===== src/rtl/assert_macros.svh =====
// ---------------------------------------------------------------------------
// assert_macros.svh
// clocked assertion helpers for the rtl
// ---------------------------------------------------------------------------
`ifndef ASSERT_MACROS_SVH
`define ASSERT_MACROS_SVH

// same-cycle implication
`define ASSERT_IMPL(label, ante, cons, msg) \
    label: assert property (@(posedge i_clk) disable iff (!i_rst_n) (ante) |-> (cons)) \
        else $error(msg);

// next-cycle implication
`define ASSERT_NEXT(label, ante, cons, msg) \
    label: assert property (@(posedge i_clk) disable iff (!i_rst_n) (ante) |=> (cons)) \
        else $error(msg);

`endif


===== src/rtl/otst_pkg.sv =====
// ---------------------------------------------------------------------------
// otst_pkg
// types, codes and constants of the one-shot timer table
// ---------------------------------------------------------------------------
package otst_pkg;

    localparam int SLOT_W         = 4;
    localparam int TIME_W         = 32;
    localparam int SLOT_LIMIT     = 16;
    localparam int NUM_TIMERS_DEF = 16;

    localparam logic [1:0] ACT_ARM    = 2'd0;
    localparam logic [1:0] ACT_ALLOC  = 2'd1;
    localparam logic [1:0] ACT_CANCEL = 2'd2;
    localparam logic [1:0] ACT_TICK   = 2'd3;

    localparam logic [1:0] EV_ARMED     = 2'd0;
    localparam logic [1:0] EV_CANCELLED = 2'd1;
    localparam logic [1:0] EV_EXPIRED   = 2'd2;
    localparam logic [1:0] EV_FULL      = 2'd3;

    typedef struct packed {
        logic [1:0]        action;
        logic [SLOT_W-1:0] timer_slot;
        logic [TIME_W-1:0] delay;
        logic [TIME_W-1:0] now_time;
    } t_in_item;

    typedef struct packed {
        logic [SLOT_W-1:0] slot_out;
        logic [1:0]        event_code;
        logic              last_of_run;
    } t_out_item;

    // command travelling down the row of cells
    typedef struct packed {
        logic              active;
        logic [1:0]        op;
        logic [SLOT_W-1:0] slot;
        logic [TIME_W-1:0] value;
        logic              found;
    } t_token;

    typedef struct packed {
        logic              hit;
        logic [SLOT_W-1:0] slot;
        logic [1:0]        code;
    } t_event;

    function automatic int used_slots(input int n);
        return (n < SLOT_LIMIT) ? n : SLOT_LIMIT;
    endfunction

endpackage


===== src/rtl/one_shot_timer_table.sv =====
// ---------------------------------------------------------------------------
// one_shot_timer_table
// table of one-shot timers built as a row of slot cells that a command
// token walks through, one cell per cycle while the output is not stalled
//
//   channel | direction | handshake                  | payload
//   in      | input     | i_in_valid / o_in_stall    | i_in_data  (t_in_item)
//   out     | output    | o_out_valid / i_out_stall  | o_out_data (t_out_item)
//
// every command runs from transfer to idle as follows: the token is loaded,
// passes each of the min(NUM_TIMERS,16) cells in turn, then leaves the row
// results leave at most one per cycle; a stalled output freezes the row
// reset clears valid bits and current time at once, no sweep
// ---------------------------------------------------------------------------
`include "assert_macros.svh"

module one_shot_timer_table #(
    parameter int NUM_TIMERS = otst_pkg::NUM_TIMERS_DEF
) (
    input  logic                i_clk,
    input  logic                i_rst_n,
    input  logic                i_in_valid,
    output logic                o_in_stall,
    input  otst_pkg::t_in_item  i_in_data,
    output logic                o_out_valid,
    input  logic                i_out_stall,
    output otst_pkg::t_out_item o_out_data
);
    import otst_pkg::*;

    localparam int NUM_CELLS = used_slots(NUM_TIMERS);

    logic              r_busy;
    logic              n_busy;
    logic [TIME_W-1:0] r_cur_time;
    logic [TIME_W-1:0] n_cur_time;
    t_token            r_tok_in;
    t_token            n_tok_in;
    t_token            tok [NUM_CELLS+1];
    t_event            evts [NUM_CELLS];
    logic [NUM_CELLS:0] act_vec;
    logic              accept;
    logic              adv;
    logic              out_free;

    assign accept     = i_in_valid && !r_busy;
    assign adv        = r_busy && out_free;
    assign o_in_stall = r_busy;
    assign tok[0]     = r_tok_in;

    always_comb begin
        n_tok_in   = r_tok_in;
        n_cur_time = r_cur_time;
        n_busy     = r_busy;
        if (accept) begin
            n_busy          = 1'b1;
            n_tok_in.active = 1'b1;
            n_tok_in.op     = i_in_data.action;
            n_tok_in.slot   = i_in_data.timer_slot;
            n_tok_in.found  = 1'b0;
            if (i_in_data.action == ACT_TICK) begin
                n_tok_in.value = i_in_data.now_time;
                n_cur_time     = i_in_data.now_time;
            end else begin
                n_tok_in.value = r_cur_time + i_in_data.delay;
            end
        end else if (adv) begin
            n_tok_in.active = 1'b0;
            if (tok[NUM_CELLS].active) begin
                n_busy = 1'b0;
            end
        end
    end

    always_ff @(posedge i_clk) begin
        if (!i_rst_n) begin
            r_busy     <= 1'b0;
            r_cur_time <= '0;
            r_tok_in   <= '0;
        end else begin
            r_busy     <= n_busy;
            r_cur_time <= n_cur_time;
            r_tok_in   <= n_tok_in;
        end
    end

    for (genvar g = 0; g < NUM_CELLS; g++) begin : g_cell
        otst_cell #(
            .IDX (SLOT_W'(g))
        ) u_cell (
            .i_clk   (i_clk),
            .i_rst_n (i_rst_n),
            .i_adv   (adv),
            .i_tok   (tok[g]),
            .o_tok   (tok[g+1]),
            .o_evt   (evts[g])
        );
    end

    otst_collect #(
        .NUM_CELLS (NUM_CELLS)
    ) u_collect (
        .i_clk       (i_clk),
        .i_rst_n     (i_rst_n),
        .i_adv       (adv),
        .i_evts      (evts),
        .i_end       (tok[NUM_CELLS]),
        .o_free      (out_free),
        .o_out_valid (o_out_valid),
        .i_out_stall (i_out_stall),
        .o_out_data  (o_out_data)
    );

    always_comb begin
        for (int k = 0; k <= NUM_CELLS; k++) begin
            act_vec[k] = tok[k].active;
        end
    end

    `ASSERT_IMPL(a_single_token, 1'b1, $onehot0(act_vec), "more than one command in the row")
    `ASSERT_IMPL(a_idle_empty, !r_busy, act_vec == '0, "command in the row while idle")
    `ASSERT_NEXT(a_transfer_busy, accept, r_busy && r_tok_in.active, "transfer did not start a run")

endmodule


===== src/rtl/otst_cell.sv =====
// ---------------------------------------------------------------------------
// otst_cell
// one timer slot: valid bit, deadline, and one stage of the command chain
// ---------------------------------------------------------------------------
module otst_cell #(
    parameter logic [otst_pkg::SLOT_W-1:0] IDX = '0
) (
    input  logic             i_clk,
    input  logic             i_rst_n,
    input  logic             i_adv,
    input  otst_pkg::t_token i_tok,
    output otst_pkg::t_token o_tok,
    output otst_pkg::t_event o_evt
);
    import otst_pkg::*;

    logic              r_valid;
    logic              n_valid;
    logic [TIME_W-1:0] r_deadline;
    logic [TIME_W-1:0] n_deadline;
    t_token            r_tok;
    t_token            n_tok;
    t_event            evt;

    always_comb begin
        evt        = '0;
        evt.slot   = IDX;
        n_valid    = r_valid;
        n_deadline = r_deadline;
        n_tok      = i_tok;
        if (i_tok.active) begin
            unique case (i_tok.op)
                ACT_ARM: begin
                    if (i_tok.slot == IDX) begin
                        evt.hit    = 1'b1;
                        evt.code   = EV_ARMED;
                        n_valid    = 1'b1;
                        n_deadline = i_tok.value;
                    end
                end
                ACT_ALLOC: begin
                    if (!i_tok.found && !r_valid) begin
                        evt.hit     = 1'b1;
                        evt.code    = EV_ARMED;
                        n_valid     = 1'b1;
                        n_deadline  = i_tok.value;
                        n_tok.found = 1'b1;
                    end
                end
                ACT_CANCEL: begin
                    if (i_tok.slot == IDX) begin
                        evt.hit  = 1'b1;
                        evt.code = EV_CANCELLED;
                        n_valid  = 1'b0;
                    end
                end
                ACT_TICK: begin
                    if (r_valid && (i_tok.value > r_deadline)) begin
                        evt.hit  = 1'b1;
                        evt.code = EV_EXPIRED;
                        n_valid  = 1'b0;
                    end
                end
            endcase
        end
    end

    always_ff @(posedge i_clk) begin
        if (!i_rst_n) begin
            r_valid <= 1'b0;
            r_tok   <= '0;
        end else if (i_adv) begin
            r_valid <= n_valid;
            r_tok   <= n_tok;
        end
    end

    always_ff @(posedge i_clk) begin
        if (i_adv) begin
            r_deadline <= n_deadline;
        end
    end

    assign o_tok = r_tok;
    assign o_evt = evt;

endmodule


===== src/rtl/otst_collect.sv =====
// ---------------------------------------------------------------------------
// otst_collect
// merges cell events, holds one back to mark the last, drives the output
// ---------------------------------------------------------------------------
module otst_collect #(
    parameter int NUM_CELLS = otst_pkg::NUM_TIMERS_DEF
) (
    input  logic                i_clk,
    input  logic                i_rst_n,
    input  logic                i_adv,
    input  otst_pkg::t_event    i_evts [NUM_CELLS],
    input  otst_pkg::t_token    i_end,
    output logic                o_free,
    output logic                o_out_valid,
    input  logic                i_out_stall,
    output otst_pkg::t_out_item o_out_data
);
    import otst_pkg::*;

    t_event    evt;
    t_event    r_pend;
    t_event    n_pend;
    logic      r_out_valid;
    logic      n_out_valid;
    t_out_item r_out;
    t_out_item n_out;
    logic      full;

    always_comb begin
        evt = '0;
        for (int k = 0; k < NUM_CELLS; k++) begin
            if (i_evts[k].hit) begin
                evt = evt | i_evts[k];
            end
        end
    end

    assign full   = i_end.active && (i_end.op == ACT_ALLOC) && !i_end.found;
    assign o_free = !r_out_valid || !i_out_stall;

    always_comb begin
        n_pend      = r_pend;
        n_out_valid = r_out_valid && i_out_stall;
        n_out       = r_out;
        if (i_adv) begin
            if (i_end.active) begin
                if (full) begin
                    n_out_valid = 1'b1;
                    n_out       = '{slot_out: '0, event_code: EV_FULL, last_of_run: 1'b1};
                end else if (r_pend.hit) begin
                    n_out_valid = 1'b1;
                    n_out       = '{slot_out: r_pend.slot, event_code: r_pend.code,
                                    last_of_run: 1'b1};
                    n_pend.hit  = 1'b0;
                end
            end else if (evt.hit) begin
                if (r_pend.hit) begin
                    n_out_valid = 1'b1;
                    n_out       = '{slot_out: r_pend.slot, event_code: r_pend.code,
                                    last_of_run: 1'b0};
                end
                n_pend = evt;
            end
        end
    end

    always_ff @(posedge i_clk) begin
        r_pend.slot <= n_pend.slot;
        r_pend.code <= n_pend.code;
        r_out       <= n_out;
        if (!i_rst_n) begin
            r_pend.hit  <= 1'b0;
            r_out_valid <= 1'b0;
        end else begin
            r_pend.hit  <= n_pend.hit;
            r_out_valid <= n_out_valid;
        end
    end

    assign o_out_valid = r_out_valid;
    assign o_out_data  = r_out;

endmodule


===== config.mk =====
export PLATFORM = sky130hd
export DESIGN_NAME = one_shot_timer_table
export DESIGN_NICKNAME = d
export VERILOG_FILES = /design/src/rtl/otst_pkg.sv /design/src/rtl/one_shot_timer_table.sv /design/src/rtl/otst_cell.sv /design/src/rtl/otst_collect.sv
export VERILOG_INCLUDE_DIRS = /design/src /design/src/rtl
export SDC_FILE = /design/constraint.sdc
export NUM_CORES = 2
export LEC_CHECK = 0
export ABC_AREA = 1
export BUFFER_PORTS_ARGS = -buffer_cell sky130_fd_sc_hd__buf_2
export CELL_PAD_IN_SITES_DETAIL_PLACEMENT = 1
export CELL_PAD_IN_SITES_GLOBAL_PLACEMENT = 2
export CORE_MARGIN = 2
export CORE_UTILIZATION = 41
export CTS_CLUSTER_DIAMETER = 150
export DETAILED_ROUTE_END_ITERATION = 6
export GPL_TIMING_DRIVEN = 0
export PLACE_DENSITY = 0.83
export SLEW_MARGIN = 20
export SYNTH_ARGS = -nofsm -noshare
export SYNTH_HDL_FRONTEND = slang
export SYNTH_SLANG_ARGS = --single-unit

===== constraint.sdc =====
create_clock -name i_clk -period 4.8 [get_ports i_clk]
set_input_delay 0.48 -clock i_clk [delete_from_list [all_inputs] [get_ports i_clk]]
set_output_delay 0.48 -clock i_clk [all_outputs]
set_load 0.03 [all_outputs]

==> qor.yml <==
synthCells: 5702
io_buffers: 82
clkTransAtPathRegs_ns: 0.06
worst_slew_pin_slew_ns: 1.16
worstPathRequired_ns: 5.39
via_count: 40324
initial_core_util: 0.414
fin_cells: 7840
ys.warnings.count: 0
die_h_um: 368
status: "completed"
wirelength_um: 157000
post-route-min-period_ns: 3.49
yosys_register_bits: 1219
grt_pass1_vias: 42549
slowest_delay_ns: 0.79
leakage_uw: 0.0265
syn-num-nets: 6320
antenna_left: 0
avgSynthCellArea_um2: 9.55
cp_slowest_cell: "clkbuf_1"
drv_cap: 0
track_usage: 0.232
hold_viol_final: 0
area_growth_pct: 14.7
drt_iter0_drc: 1884
avgViaCountPerCell: 5.14
fin_skew_ns: 0.0275
hold_path_depth: 3
cp_max_fo: 10
place.gp.congestion: 0.863
grt_max_degree: 33
rr_worst_depth: 8
hold_start: "i_in_data[29]"
finalSetupViolCount: 0
grt_pass1_wl_um: 244000
multi_input_area_um2: 19400
synth_area_um2: 54400
hp-class: "input pin to register"
clock-sinks: 1219
async_flop_share: 0
area.sequential_um2: 29700
synth_cell_types: 58
arrival_ns: 4.09
end_kind: "register"
reg2reg_setup_slack_ns: 1.31
ys_seq_area_frac: 0.545
final_nets: 6586
r2r_start: "u_collect.o_out_valid"
startpoint_type: "register"
finalCritPeriodShare: 0.728
post_cts_buffers: 0
detail_route.wl_per_cell_um: 20.0
power_uw: 22500
crit_type: "register to register"
slew_headroom: 0.225
cts_made_buffers: 137
dieArea_um2: 136000
synth_edf_count: 525
n_fill_cell: 14870
cts_tree: "done"
path_cells: "nand2_1, nand2_1, nor2_1, inv_1, clkbuf_1, clkbuf_2, clkbuf_1, o22ai_1"
dr.pass1.iters: 5
peakVddDrop_v: 0.000370
clock-root-buffer: "clkbuf_16"
layout-drive-gt1-share: 0.0662
r2r_end: "g_cell[8].u_cell.o_tok[36]"
hold_end: "r_cur_time[29]"
hpwl_um: 121000
post-route-util: 0.475
synth_ff_type: "dfxtp_1"
ioPinCount: 83
core_area_um2: 132000
slew_viol_final: 0
power_density_nw_per_um2: 361
gr-total-overflow: 0
ctsHtreeMaxLevel: 4
clk_latency_ns: 0.77
fmax_mhz: 286
drcViolationCount: 0
cts_max_path_buffers: 3
fp.dieW_um: 368
antenna_found_initial: 4
grt_setup_unrepaired: "no"
rows: 133
dpl.cell_count: 7557
-- per-layer routing --
metal	share of wire	track usage	vias to the layer above
li1	-	-	19700
met1	0.44	0.294	19873
met2	0.50	0.410	533
met3	0.029	0.0289	218
met4	0.027	0.0717	0
met5	0	0	-
-- logic make-up after synthesis --
family,after synthesis,share of synthesized area
AND/OR/NAND/NOR,1278,0.0990
flip-flops,1219,0.545
AO/OA/AOI/OAI,1192,0.128
adder cells (fa/ha/maj),544,0.125
XOR/XNOR,17,0.00274
buffers and inverters,1452,0.100
-- cells in the mapped netlist, types with 50 or more instances --
master / instances / area [µm²]
a21oi_1: 342 / 1710
ha_1: 543 / 6790
inv_1: 1284 / 4820
o21ai_0: 167 / 836
nand4_1: 50 / 313
dfxtp_1: 694 / 13900
clkbuf_1: 147 / 552
a31oi_1: 63 / 394
nor2_1: 222 / 833
nand2_1: 788 / 2960
edfxtp_1: 525 / 15800
nand3_1: 98 / 490
o22ai_1: 517 / 3230
-- power by group --
part	internal, µW	total, µW	switching (µW)
logic	213	821	608
clock network	6480	10800	4370
registers	10800	10900	63.8
total	17500	22500	5040
-- worst max-delay path by stage --
stage                                    start                         endpoint  slack (ns)
2_1_floorplan  g_cell[8].u_cell.r_deadline[19]   g_cell[8].u_cell.r_deadline[0]        0.88
3_3_place_gp                       i_out_stall  g_cell[8].u_cell.r_deadline[11]       -1.45
3_5_place_dp                       i_out_stall       g_cell[14].u_cell.o_tok[1]        1.06
4_1_cts                  u_collect.o_out_valid       g_cell[14].u_cell.o_tok[1]        1.28
5_1_grt                  u_collect.o_out_valid       g_cell[1].u_cell.o_tok[30]        1.26
6_report                 u_collect.o_out_valid       g_cell[8].u_cell.o_tok[36]        1.31
-- per-stage QoR --
stage	setup WS [ns]	TNS [ns]	hold WS, ns	area [µm²]
global route	1.26	0	0.0410	62500
detailed placement	1.06	0	0.416	57500
CTS	1.28	0	0.000794	62500
global placement	-1.45	-49.92	0.409	57000
floorplan	0.881	0	0.408	54400
finish	1.31	0	0.0426	62500
-- final cells by class --
cell class,count,area share
Buffer,163,0.00990
Clock inverter,44,0.00757
Multi-Input combinational cell,3031,0.311
Inverter,1289,0.0775
Sequential cell,1219,0.475
Clock buffer,211,0.0673
Tap cell,1755,0.0352
Timing Repair Buffer,127,0.0167
Antenna cell,1,0.0000401
-- worst max-delay path, delay by kind of cell (launching register included) --
family | cells | cell delay [ns]
DFF | 1 | 0.33
AOI/OAI and AO/OA | 1 | 0.17
and+or+nand+nor | 3 | 0.50
buffers and inverters | 4 | 2.29
-- state kept, by name, summed over array words and instances, names as in the netlist --
register / cells
u_collect.r_pend: 7
u_collect.o_out_data: 7
r_tok_in: 38
u_collect.o_out_valid: 1
g_cell.u_cell.o_tok: 604
g_cell.u_cell.r_valid: 16
act_vec: 1
r_cur_time: 32
g_cell.u_cell.r_deadline: 512
o_in_stall: 1
-- cells in the final DEF, fill, tap and decap left out, types with 8 or more instances in the layout --
| master | synthesis | layout |
|---|---|---|
| a21o_1 | 11 | 11 |
| nand4_1 | 50 | 50 |
| clkbuf_16 | 0 | 149 |
| clkinv_1 | 3 | 9 |
| xnor2_1 | 10 | 10 |
| o22ai_1 | 517 | 517 |
| buf_1 | 15 | 15 |
| clkbuf_1 | 147 | 181 |
| clkbuf_8 | 0 | 24 |
| dlygate4sd3_1 | 0 | 27 |
| o21ai_1 | 8 | 8 |
| nand2_1 | 788 | 788 |
| buf_2 | 1 | 83 |
| bufinv_16 | 0 | 8 |
| inv_1 | 1284 | 1281 |
| o21a_1 | 36 | 36 |
| nor2_1 | 222 | 210 |
| nor2_4 | 3 | 15 |
| a21oi_1 | 342 | 342 |
| nor4_1 | 22 | 21 |
| o21bai_1 | 15 | 15 |
| dfxtp_1 | 694 | 694 |
| edfxtp_1 | 525 | 525 |
| o21ai_0 | 167 | 167 |
| a31oi_1 | 63 | 63 |
| clkinv_2 | 1 | 18 |
| nor2_2 | 12 | 12 |
| nor3_1 | 32 | 31 |
| ha_1 | 543 | 543 |
| nand3_1 | 98 | 98 |
| nand2_2 | 21 | 21 |
-- repair_timing --
item | CTS | global route
hold buffers | 27 | 0
hold endpoints to repair | 42 | 0
gates resized for setup | 0 | 0
Note: power is estimated with default switching activity, not from simulation.
